$ cat src/rtl/pee_pkg.sv
// ----------------------------------------------------------------------------
// pee_pkg
// Shared types and constants of the postfix expression evaluator: character
// codes, sequencer states and the command and status groups.
// ----------------------------------------------------------------------------
package pee_pkg;

	localparam int STACK_DEPTH_DEF = 16;
	localparam int SYM_W           = 8;
	localparam int DATA_W          = 32;
	localparam int DIV_CNT_W       = 5;
	localparam int OUT_TDATA_W     = 40;

	localparam logic [SYM_W-1:0] CH_PLUS  = 8'h2B;
	localparam logic [SYM_W-1:0] CH_MINUS = 8'h2D;
	localparam logic [SYM_W-1:0] CH_MUL   = 8'h2A;
	localparam logic [SYM_W-1:0] CH_DIV   = 8'h2F;
	localparam logic [SYM_W-1:0] CH_ZERO  = 8'h30;

	typedef enum logic [3:0] {
		ST_IDLE,
		ST_DECODE,
		ST_POP_R,
		ST_POP_L,
		ST_LATCH_L,
		ST_EXEC,
		ST_DIV_WAIT,
		ST_PUSH,
		ST_TOP_RD,
		ST_REPORT
	} pee_state_t;

	typedef struct packed {
		logic load_in;
		logic push_sym;
		logic pop;
		logic latch_rhs;
		logic latch_lhs;
		logic exec;
		logic div_capture;
		logic push_res;
		logic top_rd;
		logic report;
	} pee_cmd_t;

	typedef struct packed {
		logic is_op;
		logic is_div;
		logic last;
		logic div_done;
		logic out_free;
	} pee_sts_t;

endpackage

$ cat src/rtl/pee_div.sv
// ----------------------------------------------------------------------------
// pee_div
// Signed 32-bit divider, truncating toward zero. Radix-2 restoring on the
// magnitudes, one quotient bit per cycle, sign applied at the end.
// ----------------------------------------------------------------------------
module pee_div (
	input  logic                        clk,
	input  logic                        arst_n,
	input  logic                        start,
	input  logic [pee_pkg::DATA_W-1:0]  dividend,
	input  logic [pee_pkg::DATA_W-1:0]  divisor,
	output logic                        done,
	output logic [pee_pkg::DATA_W-1:0]  quotient
);
	import pee_pkg::*;

	logic                 busy_q;
	logic                 done_q;
	logic [DIV_CNT_W-1:0] cnt_q;
	logic [DATA_W:0]      rem_q;
	logic [DATA_W-1:0]    quo_q;
	logic [DATA_W-1:0]    dvs_q;
	logic                 neg_q;

	logic [DATA_W-1:0] mag_a;
	logic [DATA_W-1:0] mag_b;
	logic [DATA_W:0]   shifted;
	logic [DATA_W:0]   diff;

	assign mag_a   = dividend[DATA_W-1] ? (DATA_W'(0) - dividend) : dividend;
	assign mag_b   = divisor[DATA_W-1] ? (DATA_W'(0) - divisor) : divisor;
	assign shifted = {rem_q[DATA_W-1:0], quo_q[DATA_W-1]};
	assign diff    = shifted - {1'b0, dvs_q};

	always_ff @(posedge clk or negedge arst_n) begin
		if (!arst_n) begin
			busy_q <= 1'b0;
			done_q <= 1'b0;
			cnt_q  <= '0;
		end else begin
			done_q <= busy_q && (cnt_q == '1);
			if (start) begin
				busy_q <= 1'b1;
				cnt_q  <= '0;
			end else if (busy_q) begin
				cnt_q <= cnt_q + DIV_CNT_W'(1);
				if (cnt_q == '1) begin
					busy_q <= 1'b0;
				end
			end
		end
	end

	always_ff @(posedge clk) begin
		if (start) begin
			rem_q <= '0;
			quo_q <= mag_a;
			dvs_q <= mag_b;
			neg_q <= dividend[DATA_W-1] ^ divisor[DATA_W-1];
		end else if (busy_q) begin
			// restore when the trial subtraction goes negative
			rem_q <= diff[DATA_W] ? shifted : diff;
			quo_q <= {quo_q[DATA_W-2:0], ~diff[DATA_W]};
		end
	end

	assign done     = done_q;
	assign quotient = neg_q ? (DATA_W'(0) - quo_q) : quo_q;

endmodule

$ cat src/rtl/pee_dp.sv
// ----------------------------------------------------------------------------
// pee_dp
// Datapath: input register, operand stack memory, operand registers,
// arithmetic unit with divider, sticky flags and the output register.
// ----------------------------------------------------------------------------
module pee_dp #(
	parameter int STACK_DEPTH = pee_pkg::STACK_DEPTH_DEF
) (
	input  logic                            clk,
	input  logic                            arst_n,
	input  logic [pee_pkg::SYM_W-1:0]       in_symbol,
	input  logic                            in_last,
	input  pee_pkg::pee_cmd_t               cmd,
	output pee_pkg::pee_sts_t               sts,
	output logic                            out_valid,
	input  logic                            out_ready,
	output logic [pee_pkg::OUT_TDATA_W-1:0] out_data
);
	import pee_pkg::*;

	localparam int AW = (STACK_DEPTH > 1) ? $clog2(STACK_DEPTH) : 1;
	localparam int CW = $clog2(STACK_DEPTH + 1);

	logic [DATA_W-1:0] mem [STACK_DEPTH];
	logic [DATA_W-1:0] rdata_q;

	logic [SYM_W-1:0]  sym_q;
	logic              last_q;
	logic [CW-1:0]     count_q;
	logic              pop_empty_q;
	logic [DATA_W-1:0] lhs_q;
	logic [DATA_W-1:0] rhs_q;
	logic [DATA_W-1:0] res_q;
	logic              uf_q;
	logic              of_q;
	logic              dz_q;
	logic              out_valid_q;
	logic [OUT_TDATA_W-1:0] out_data_q;

	logic              is_op;
	logic              is_div;
	logic              stack_empty;
	logic              stack_full;
	logic              push;
	logic [DATA_W-1:0] push_val;
	logic              rd_en;
	logic [CW-1:0]     top_idx;
	logic [DATA_W-1:0] popped;
	logic [DATA_W-1:0] arith;
	logic              div_start;
	logic              div_done;
	logic [DATA_W-1:0] div_quo;

	assign is_op  = (sym_q == CH_PLUS) || (sym_q == CH_MINUS) ||
	                (sym_q == CH_MUL) || (sym_q == CH_DIV);
	assign is_div = (sym_q == CH_DIV);

	assign stack_empty = (count_q == '0);
	assign stack_full  = (count_q == CW'(STACK_DEPTH));
	assign top_idx     = count_q - CW'(1);

	assign push     = cmd.push_sym | cmd.push_res;
	assign push_val = cmd.push_sym ? ({{(DATA_W-SYM_W){1'b0}}, sym_q} - {{(DATA_W-SYM_W){1'b0}}, CH_ZERO})
	                               : res_q;
	assign rd_en    = (cmd.pop & ~stack_empty) | cmd.top_rd;
	assign popped   = pop_empty_q ? '1 : rdata_q;

	always_comb begin
		case (sym_q)
			CH_PLUS:  arith = lhs_q + rhs_q;
			CH_MINUS: arith = lhs_q - rhs_q;
			CH_MUL:   arith = lhs_q * rhs_q;
			default:  arith = '0;
		endcase
	end

	assign div_start = cmd.exec & is_div;

	pee_div u_div (
		.clk      (clk),
		.arst_n   (arst_n),
		.start    (div_start),
		.dividend (lhs_q),
		.divisor  (rhs_q),
		.done     (div_done),
		.quotient (div_quo)
	);

	// stack memory, registered read
	always_ff @(posedge clk) begin
		if (push && !stack_full) begin
			mem[count_q[AW-1:0]] <= push_val;
		end
		if (rd_en) begin
			rdata_q <= mem[top_idx[AW-1:0]];
		end
	end

	always_ff @(posedge clk or negedge arst_n) begin
		if (!arst_n) begin
			count_q     <= '0;
			uf_q        <= 1'b0;
			of_q        <= 1'b0;
			dz_q        <= 1'b0;
			out_valid_q <= 1'b0;
		end else begin
			if (cmd.report) begin
				count_q <= '0;
				uf_q    <= 1'b0;
				of_q    <= 1'b0;
				dz_q    <= 1'b0;
			end else begin
				if (push) begin
					if (stack_full) begin
						of_q <= 1'b1;
					end else begin
						count_q <= count_q + CW'(1);
					end
				end
				if (cmd.pop) begin
					if (stack_empty) begin
						uf_q <= 1'b1;
					end else begin
						count_q <= top_idx;
					end
				end
				if (cmd.div_capture && (rhs_q == '0)) begin
					dz_q <= 1'b1;
				end
			end
			if (cmd.report) begin
				out_valid_q <= 1'b1;
			end else if (out_ready) begin
				out_valid_q <= 1'b0;
			end
		end
	end

	always_ff @(posedge clk) begin
		if (cmd.load_in) begin
			sym_q  <= in_symbol;
			last_q <= in_last;
		end
		if (cmd.pop) begin
			pop_empty_q <= stack_empty;
		end
		if (cmd.latch_rhs) begin
			rhs_q <= popped;
		end
		if (cmd.latch_lhs) begin
			lhs_q <= popped;
		end
		if (cmd.exec && !is_div) begin
			res_q <= arith;
		end else if (cmd.div_capture) begin
			res_q <= (rhs_q == '0) ? '0 : div_quo;
		end
		if (cmd.report) begin
			out_data_q <= {{(OUT_TDATA_W-DATA_W-4){1'b0}}, dz_q, of_q, uf_q, stack_empty,
			               stack_empty ? {DATA_W{1'b1}} : rdata_q};
		end
	end

	assign sts.is_op    = is_op;
	assign sts.is_div   = is_div;
	assign sts.last     = last_q;
	assign sts.div_done = div_done;
	assign sts.out_free = ~out_valid_q | out_ready;

	assign out_valid = out_valid_q;
	assign out_data  = out_data_q;

endmodule

$ cat src/rtl/pee_ctrl.sv
// ----------------------------------------------------------------------------
// pee_ctrl
// Sequencer: operators go through decode, pops, execute and push; operands
// are pushed in decode; the last one adds the top-of-stack read and report.
// ----------------------------------------------------------------------------
module pee_ctrl (
	input  logic              clk,
	input  logic              arst_n,
	input  logic              in_valid,
	output logic              in_ready,
	input  pee_pkg::pee_sts_t sts,
	output pee_pkg::pee_cmd_t cmd
);
	import pee_pkg::*;

	pee_state_t state_q;
	pee_state_t state_nxt;

	always_ff @(posedge clk or negedge arst_n) begin
		if (!arst_n) begin
			state_q <= ST_IDLE;
		end else begin
			state_q <= state_nxt;
		end
	end

	always_comb begin
		state_nxt = state_q;
		unique case (state_q)
			ST_IDLE: begin
				if (in_valid) begin
					state_nxt = ST_DECODE;
				end
			end
			ST_DECODE: begin
				if (sts.is_op) begin
					state_nxt = ST_POP_R;
				end else begin
					state_nxt = sts.last ? ST_TOP_RD : ST_IDLE;
				end
			end
			ST_POP_R:   state_nxt = ST_POP_L;
			ST_POP_L:   state_nxt = ST_LATCH_L;
			ST_LATCH_L: state_nxt = ST_EXEC;
			ST_EXEC:    state_nxt = sts.is_div ? ST_DIV_WAIT : ST_PUSH;
			ST_DIV_WAIT: begin
				if (sts.div_done) begin
					state_nxt = ST_PUSH;
				end
			end
			ST_PUSH:   state_nxt = sts.last ? ST_TOP_RD : ST_IDLE;
			ST_TOP_RD: state_nxt = ST_REPORT;
			ST_REPORT: begin
				// hold until the output register can take the request
				if (sts.out_free) begin
					state_nxt = ST_IDLE;
				end
			end
			default: state_nxt = ST_IDLE;
		endcase
	end

	always_comb begin
		cmd      = '0;
		in_ready = 1'b0;
		unique case (state_q)
			ST_IDLE: begin
				in_ready    = 1'b1;
				cmd.load_in = in_valid;
			end
			ST_DECODE:  cmd.push_sym = ~sts.is_op;
			ST_POP_R:   cmd.pop = 1'b1;
			ST_POP_L: begin
				cmd.pop       = 1'b1;
				cmd.latch_rhs = 1'b1;
			end
			ST_LATCH_L:  cmd.latch_lhs = 1'b1;
			ST_EXEC:     cmd.exec = 1'b1;
			ST_DIV_WAIT: cmd.div_capture = sts.div_done;
			ST_PUSH:     cmd.push_res = 1'b1;
			ST_TOP_RD:   cmd.top_rd = 1'b1;
			ST_REPORT:   cmd.report = sts.out_free;
			default:     cmd = '0;
		endcase
	end

endmodule

$ cat src/rtl/postfix_expression_evaluator_top.sv
// ----------------------------------------------------------------------------
// postfix_expression_evaluator_top
// Postfix evaluator, one character per request, one result per expression.
// Operand characters are pushed at decode; + - * pop both operands, execute
// and push; / also waits for the 32 iterations of the radix-2 divider. The
// final character then adds the top-of-stack read and a registered report.
// Reset clears the sequencer, stack count, flags and output valid; stack
// words are not cleared and are only used below the count.
// ----------------------------------------------------------------------------
module postfix_expression_evaluator_top #(
	parameter int STACK_DEPTH = pee_pkg::STACK_DEPTH_DEF
) (
	input  logic                            clk,
	input  logic                            arst_n,
	input  logic                            s_tvalid,
	output logic                            s_tready,
	input  logic [pee_pkg::SYM_W-1:0]       s_tdata,  // symbol[7:0]
	input  logic                            s_tlast,
	output logic                            m_tvalid,
	input  logic                            m_tready,
	// value[31:0], empty_at_end[32], underflow_seen[33], overflow_seen[34],
	// divide_by_zero_seen[35], zero fill[39:36]
	output logic [pee_pkg::OUT_TDATA_W-1:0] m_tdata
);
	import pee_pkg::*;

	pee_cmd_t cmd;
	pee_sts_t sts;

	pee_ctrl u_ctrl (
		.clk      (clk),
		.arst_n   (arst_n),
		.in_valid (s_tvalid),
		.in_ready (s_tready),
		.sts      (sts),
		.cmd      (cmd)
	);

	pee_dp #(
		.STACK_DEPTH (STACK_DEPTH)
	) u_dp (
		.clk       (clk),
		.arst_n    (arst_n),
		.in_symbol (s_tdata),
		.in_last   (s_tlast),
		.cmd       (cmd),
		.sts       (sts),
		.out_valid (m_tvalid),
		.out_ready (m_tready),
		.out_data  (m_tdata)
	);

endmodule

$ cat config.mk
export PLATFORM = sky130hd
export DESIGN_NAME = postfix_expression_evaluator_top
export DESIGN_NICKNAME = d
export VERILOG_FILES = /design/src/rtl/pee_pkg.sv /design/src/rtl/pee_div.sv /design/src/rtl/pee_dp.sv /design/src/rtl/pee_ctrl.sv /design/src/rtl/postfix_expression_evaluator_top.sv
export SDC_FILE = /design/constraint.sdc
export NUM_CORES = 2
export LEC_CHECK = 0
export BUFFER_PORTS_ARGS = -buffer_cell sky130_fd_sc_hd__buf_2
export CAP_MARGIN = 20
export CORE_MARGIN = 1.5
export CORE_UTILIZATION = 35
export DETAILED_ROUTE_END_ITERATION = 16
export PLACE_DENSITY = 0.59
export SLEW_MARGIN = 15
export SYNTH_ARGS = -nofsm -noshare
export SYNTH_HDL_FRONTEND = slang
export SYNTH_SLANG_ARGS = --single-unit
export TNS_END_PERCENT = 100
$ cat constraint.sdc
create_clock -name clk -period 12.9 [get_ports clk]
set_input_delay 1.935 -clock clk [delete_from_list [all_inputs] [get_ports clk]]
set_output_delay 1.935 -clock clk [all_outputs]
set_load 0.05 [all_outputs]
# After elaboration in Yosys (flattened, before gate mapping)
# Memory sizes are Yosys's and may differ from the RTL's. A register that Yosys moved wholly into a read port is not among the register bits.
# Index checks and enable logic that the tools add are counted.
[word_totals]
reg_bits = 259
out_inout_bits = 42
memories = 1
word_cells = 138
ramBits = 512
[op_classes]
n_bitwise = 10
eq_ne = 18
n_mul = 1
n_addsub = 10
reduce_logical = 24
muxes = 52
[mem_list]
columns = ["memory", "words", "width", "rd", "rd_ports_with_merged_regs", "write_ports", "line_no", "text"]
rows = [
  ["u_dp.mem", 16, 32, 1, 1, 1, "pee_dp.sv:24", "logic [DATA_W-1:0] mem [STACK_DEPTH];"],
]
[op_table]
columns = ["cell", "count"]
rows = [
  ["32-bit two-way mux", 10],
  ["32-bit case mux with 3 select lines", 1],
  ["1-bit by 32-bit subtractor with 32-bit output, first input constant", 3],
  ["4-bit case mux with 10 select lines", 1],
  ["5-bit two-way mux", 7],
  ["33-bit by 32-bit subtractor with 33-bit output", 1],
  ["32-bit adder", 1],
  ["8-bit by 6-bit equality test with 1-bit output, second input constant", 4],
  ["32-bit zero test", 1],
  ["32-bit by 32-bit multiplier with 32-bit output", 1],
  ["32-bit subtractor", 1],
  ["31-bit two-way mux", 1],
  ["1-bit two-way mux", 27],
  ["4-bit two-way mux", 5],
  ["4-bit by 3-bit equality test with 1-bit output, second input constant", 4],
  ["2-bit nonzero test", 8],
  ["5-bit by 1-bit adder with 5-bit output, second input constant", 2],
  ["5-bit equality test, second input constant", 2],
  ["8-bit by 6-bit subtractor with 9-bit output, second input constant", 1],
  ["4-bit by 2-bit equality test with 1-bit output, second input constant", 2],
  ["4-bit equality test, second input constant", 2],
  ["5-bit zero test", 1],
  ["5-bit by 1-bit subtractor with 5-bit output, second input constant", 1],
  ["4-bit by 1-bit equality test with 1-bit output, second input constant", 1],
  ["13 further kinds", 27],
]

# Depth between registers and ports, before layout
[logic_depth]
depth_word = 11
ltp_mapped = 27
depth_no_buf = 25

# Modules after synthesis
# A second synthesis with hierarchy kept.
[unflattened]
cells_unflattened = 4227
hier_area_um2 = 52512.9
[by_module_without_submodules]
columns = ["module", "cells_each", "area_each_um2", "instances"]
rows = [
  ["pee_dp", 3305, 44581.5, 1],
  ["pee_div", 876, 7571.0, 1],
  ["pee_ctrl", 46, 360.3, 1],
]

# Worst setup path after synthesis
# No wires, ideal clock.
[synth_timing]
path_kind = "register to register"
start = "register u_dp.rhs_q[6]"
end = "register u_dp.res_q[31], data pin"
arrival_time_ps = 6968
setup_slack_ps = 5661
required_time_ps = 12629
period_less_slack_ps = 7239
stages_incl_launch_ff = 26
cell_sequence = "edfxtp_1 > clkbuf_1 > clkbuf_1 > and2_1 > fa_1 > fa_1 > fa_1 > inv_1 > fa_1 > inv_1 > fa_1 > inv_1 > fa_1 > inv_1 > fa_1 > fa_1 > ha_1 > a21o_1 > a21o_1 > a211oi_1 > nand3_1 > a221oi_1 > o2111ai_1 > o211ai_1 > xnor2_1 > o211ai_1"
[synth_between]
elab_chain_cells = 4
elab_cells_between_ends = 8
classes_between = "add/sub (2); mul (1); mux (4); reduce/logical (1)"
[synth_lines]
columns = ["item", "line_no", "text"]
rows = [
  ["from (decl)", "pee_dp.sv:32", "logic [DATA_W-1:0] rhs_q;"],
  ["from (signal assigned)", "pee_dp.sv:148", "rhs_q <= popped;"],
  ["branches (longest 3 deep; another with 32-bit by 32-bit multiplier with 32-bit output)", "--", ""],
  ["32-bit two-way mux *", "pee_dp.sv:153", "if (cmd.exec && !is_div) begin"],
  ["to (signal assigned)", "pee_dp.sv:154", "res_q <= arith;"],
  ["to (signal assigned)", "pee_dp.sv:156", "res_q <= (rhs_q == '0) ? '0 : div_quo;"],
  ["to (decl)", "pee_dp.sv:33", "logic [DATA_W-1:0] res_q;"],
]
# Mark *: on every way between the ends. The select of a mux whose other input is x is not followed.
# A chain may end at the register's enable or synchronous reset.

# Worst setup path in the final report
[layout_timing]
start = "register u_dp.rhs_q[2]"
end = "register u_dp.res_q[31], data pin"
# Same word-level chain as after synthesis.

==> metrics list <==
* Share of post-route cells with drive strength above 1: 0.1299
- STA puts the critical path data arrival time at 8.18 ns.
- Critical path launch point type: flip-flop
* Count of input and output buffers: 50
* Total number of clock tree sinks: 803
- Weighted congestion reported at the end of routability-driven placement: 0.9240
- At the worst endpoint, the required time is 13.29 ns.
- Timing would allow up to 128.3 MHz.
* Chip Height: 388.8 um
- Using the TritonRoute via totals, the vias-per-cell ratio works out to 5.197.
* Area occupied by registers: 23700 um2
- Portion of the post-synthesis area used by sequential elements: 0.4549
- In this run, synthesis inferred 751 flip-flops with an integrated enable.
- The first global-routing pass estimated 208.2 mm of wire.
- After filler insertion, the fill cell instance count of the layout stands at 13860.
* Number of global-route vias before repair: 33210
- The repair_antennas step left the layout with diodes totalling 0.
- Largest stage delay on the critical path: 0.59 ns
- Flip-flop and latch count after synthesis: 803
* Clock slew seen by the registers of the worst setup and hold paths: 0.06 ns
- During synthesis, Yosys emitted a total of 0 warnings.
- TritonCTS built the clock tree.
- The count of pins over their slew limit is 0.
* Critical Setup Path Class: flip-flop to flip-flop
- Subtracting the final worst setup slack from the clock period gives 7.794 ns.
- Aggregate global-route resource usage: 0.1821
- Area taken by multi-input logic gates: 25950 um2
* Unrepaired setup endpoints after global routing: false
* Core outline area: 147700 um2
* CTS buffer count: 84
- Top-area cell type share of the netlist area: 0.4330
- Of the total synthesized cell area, the portion taken by XOR and XNOR cells is 0.04254.
* Antenna Nets Post-Route: 0
* Critical Path Fanout Max: 26
* Row Count: 141
- The H-tree was split into 3 levels.
- At the pin with the least slew margin, the transition time is 1.107 ns.
* Fin nets: 4803
- Standard cell with the maximum stage delay on the critical path: sky130_fd_sc_hd__edfxtp_1
- Counting along the longest clock path gives a buffer depth of 3.
- Wires add up to 136.7 mm.
- Global routing finished with a remaining overflow of 0.
* Antenna violations before repair: 2
- Run status: finished, final reports clean
- Floorplan die area: 151100 um2
* Fin crit share: 0.6042
* Horiz. Die Dim: 388.8 um
- Counting every instance in the synthesized netlist gives 4174.
- After detailed routing, the average wire length per cell comes to 22.12 um.
* Later-pin clock latency in the skew report: 0.65 ns
- In the routed design, unresolved DRC markers number 0.
* Number of buffers added for setup after CTS: 0
- Number of top-level design ports: 55
- Number of hold buffers added after CTS: 0
- For this block, the via count after detailed routing is 32110.
- Iteration count of the initial detailed-routing pass: 5
- The commonest cells after synthesis are sky130_fd_sc_hd__edfxtp_1, sky130_fd_sc_hd__nand2_1, sky130_fd_sc_hd__inv_1.
* Post-synthesis cell type with the largest combined area: sky130_fd_sc_hd__edfxtp_1
- Mux contribution to synthesized area: 0.07740
* Post-Synth Adder-Cell Area: 0.2052
* Worst-case headroom to the max-slew limit: 0.2617
- In this run the cell area of the synthesized design comes to 52080 um2.
- Dividing the synthesized area by the synthesized cell count gives 12.48 um2.
* Total negative slack for setup checks: 0 ns
- Setup violations remaining at the end of the flow were counted as 0.
* Top post-synthesis cells by area: sky130_fd_sc_hd__edfxtp_1, sky130_fd_sc_hd__fa_1, sky130_fd_sc_hd__mux4_2
* Proportion of register bits with asynchronous set or reset after synthesis: 0.02491
- Initial Util: 0.3527
- Final count of hold timing violations: 0
- Max Clock Skew: 0.03680 ns
* Cell-by-cell listing of the critical path: buf_8 > and2_1 > fa_1 > inv_1 > fa_1 > fa_1 > fa_1 > inv_1 > fa_1 > inv_1 > fa_1 > inv_1 > fa_1 > fa_1 > ha_1 > a21o_1 > a21o_1 > a211oi_1 > nand3_1 > a221oi_1 > o2111ai_1 > o211ai_1 > xnor2_1 > o211ai_1
- The post-synthesis compound-gate area fraction was 0.05761.
* Pin count of the biggest net entering global routing: 85
* Hpwl dp: 91.48 mm
- The cell sitting at the root of the clock tree is a sky130_fd_sc_hd__clkbuf_16.
- By instance count, the leading cell after synthesis is sky130_fd_sc_hd__edfxtp_1.
* Post-synthesis cell type count: 80
* Prevailing post-synth register cell: sky130_fd_sc_hd__edfxtp_1
- Combinational family with the most area after synthesis: adder cells
- After the first detailed-routing iteration, the DRC count stood at 2580.
- The number of gates resized after CTS was 0.
- Of the total synthesized cell area, the portion taken by AND, OR, NAND and NOR gates is 0.1137.
* Element type at the critical path end: flip-flop
- Path class of the lowest-slack min-delay path: flip-flop to flip-flop
* Max-cap viol count: 0
- Compared with the post-synthesis result, the final layout area differs by 10.59%.
* Critical Path Most Common Cell: sky130_fd_sc_hd__fa_1
## sequential cells by signal (all words and copies together), names as in the netlist, 4 cells and up
name              cells
u_dp.mem            512
u_dp.lhs_q           32
u_dp.sym_q            8
u_dp.res_q           32
u_dp.u_div.dvs_q     32
u_dp.count_q          5
u_ctrl.state_q        4
u_dp.rdata_q         32
u_dp.u_div.quo_q     32
u_dp.u_div.rem_q     32
u_dp.out_data        36
u_dp.u_div.cnt_q      5
u_dp.rhs_q           32
## worst max-delay path: cells and delay by family, from the launching register on
family | cells | cell delay (ns)
AO/OA/AOI/OAI | 7 | 1.55
XOR/XNOR | 1 | 0.14
adder cells (fa/ha/maj) | 9 | 4.36
buffers and inverters | 5 | 0.49
flip-flops | 1 | 0.59
AND/OR/NAND/NOR | 2 | 0.40
## layout by cell type (no fill, tap or decap), types with 22 or more instances in the layout
cell | synthesis | final
sky130_fd_sc_hd__buf_4 | 4 | 97
sky130_fd_sc_hd__a21oi_1 | 101 | 101
sky130_fd_sc_hd__buf_2 | 5 | 50
sky130_fd_sc_hd__or2_2 | 74 | 74
sky130_fd_sc_hd__nand2b_1 | 30 | 30
sky130_fd_sc_hd__o31ai_1 | 22 | 22
sky130_fd_sc_hd__clkbuf_16 | 0 | 86
sky130_fd_sc_hd__xor2_1 | 110 | 110
sky130_fd_sc_hd__and2_1 | 329 | 316
sky130_fd_sc_hd__mux4_2 | 160 | 160
sky130_fd_sc_hd__o21ai_0 | 152 | 152
sky130_fd_sc_hd__a21o_1 | 36 | 36
sky130_fd_sc_hd__fa_1 | 410 | 410
sky130_fd_sc_hd__ha_1 | 198 | 197
sky130_fd_sc_hd__mux2i_1 | 36 | 36
sky130_fd_sc_hd__dfxtp_1 | 32 | 32
sky130_fd_sc_hd__nor3_1 | 38 | 37
sky130_fd_sc_hd__nor2_1 | 104 | 102
sky130_fd_sc_hd__xnor2_1 | 143 | 141
sky130_fd_sc_hd__o22ai_1 | 23 | 23
sky130_fd_sc_hd__edfxtp_1 | 751 | 751
sky130_fd_sc_hd__nand2_1 | 444 | 444
sky130_fd_sc_hd__or3_1 | 23 | 23
sky130_fd_sc_hd__inv_1 | 439 | 438
sky130_fd_sc_hd__nand3_1 | 27 | 26
## per-stage QoR
| stage | hold slack (ns) | utilization | std cells | worst slack (ns) | cell area (um2) |
|---|---|---|---|---|---|
| after global routing | 0.4714 | 0.3901 | 6179 | 4.772 | 57600 |
| final | 0.4533 | 0.3901 | 6179 | 5.106 | 57600 |
| after CTS | 0.4606 | 0.3899 | 6177 | 4.820 | 57570 |
| after global placement | 0.4348 | 0.3704 | 6024 | 4.958 | 54690 |
| after floorplan | 0.4257 | - | 4177 | 5.661 | 52100 |
| after detailed placement | 0.4440 | 0.3704 | 6024 | 4.859 | 54690 |
## per-layer routing
metal | vias up | wire length [um] | part of all wire | track usage
met5 | - | 12 | 0.000088 | 0
met4 | 2 | 3549 | 0.026 | 0.05062
met3 | 177 | 7563 | 0.055 | 0.02409
met2 | 907 | 66410 | 0.49 | 0.3076
met1 | 16620 | 59140 | 0.43 | 0.2453
li1 | 14410 | - | - | -
## final cells by class
| type | instances | area share |
|---|---|---|
| clock inverters | 49 | 0.01093 |
| well taps | 1930 | 0.04192 |
| repair buffers | 149 | 0.01759 |
| clock buffers | 104 | 0.03905 |
| multi-input cells | 2705 | 0.4505 |
| flip-flops and latches | 803 | 0.4114 |
| inverters | 439 | 0.02861 |
## kinds of logic after synthesis
| logic type | Yosys count |
|---|---|
| AO/OA/AOI/OAI | 476 |
| XOR/XNOR | 253 |
| adder cells (fa/ha/maj) | 608 |
| buffers and inverters | 669 |
| flip-flops | 803 |
| multiplexers | 202 |
| other | 1 |
| AND/OR/NAND/NOR | 1162 |
## final timing paths
path / start / endpoint / slack, ns / cells past startpoint
worst min-delay path: u_dp.of_q$_DFFE_PN0P_ / u_dp.out_data[34]$_DFFE_PP_ / 0.45 / 0
worst max register to register: u_dp.rhs_q[2]$_DFFE_PP_ / u_dp.res_q[31]$_DFFE_PP_ / 5.11 / 24
max in group asynchronous: arst_n / u_dp.count_q[0]$_DFF_PN0_ / 11.25 / 1
worst min register to register: u_dp.of_q$_DFFE_PN0P_ / u_dp.out_data[34]$_DFFE_PP_ / 0.45 / 0
min in group asynchronous: arst_n / u_dp.dz_q$_DFFE_PN0P_ / 1.27 / 1
worst max-delay path: u_dp.rhs_q[2]$_DFFE_PP_ / u_dp.res_q[31]$_DFFE_PP_ / 5.11 / 24
Power is not shown: default switching activity piles up to over one toggle a cycle in this logic, so the estimate is an artifact.
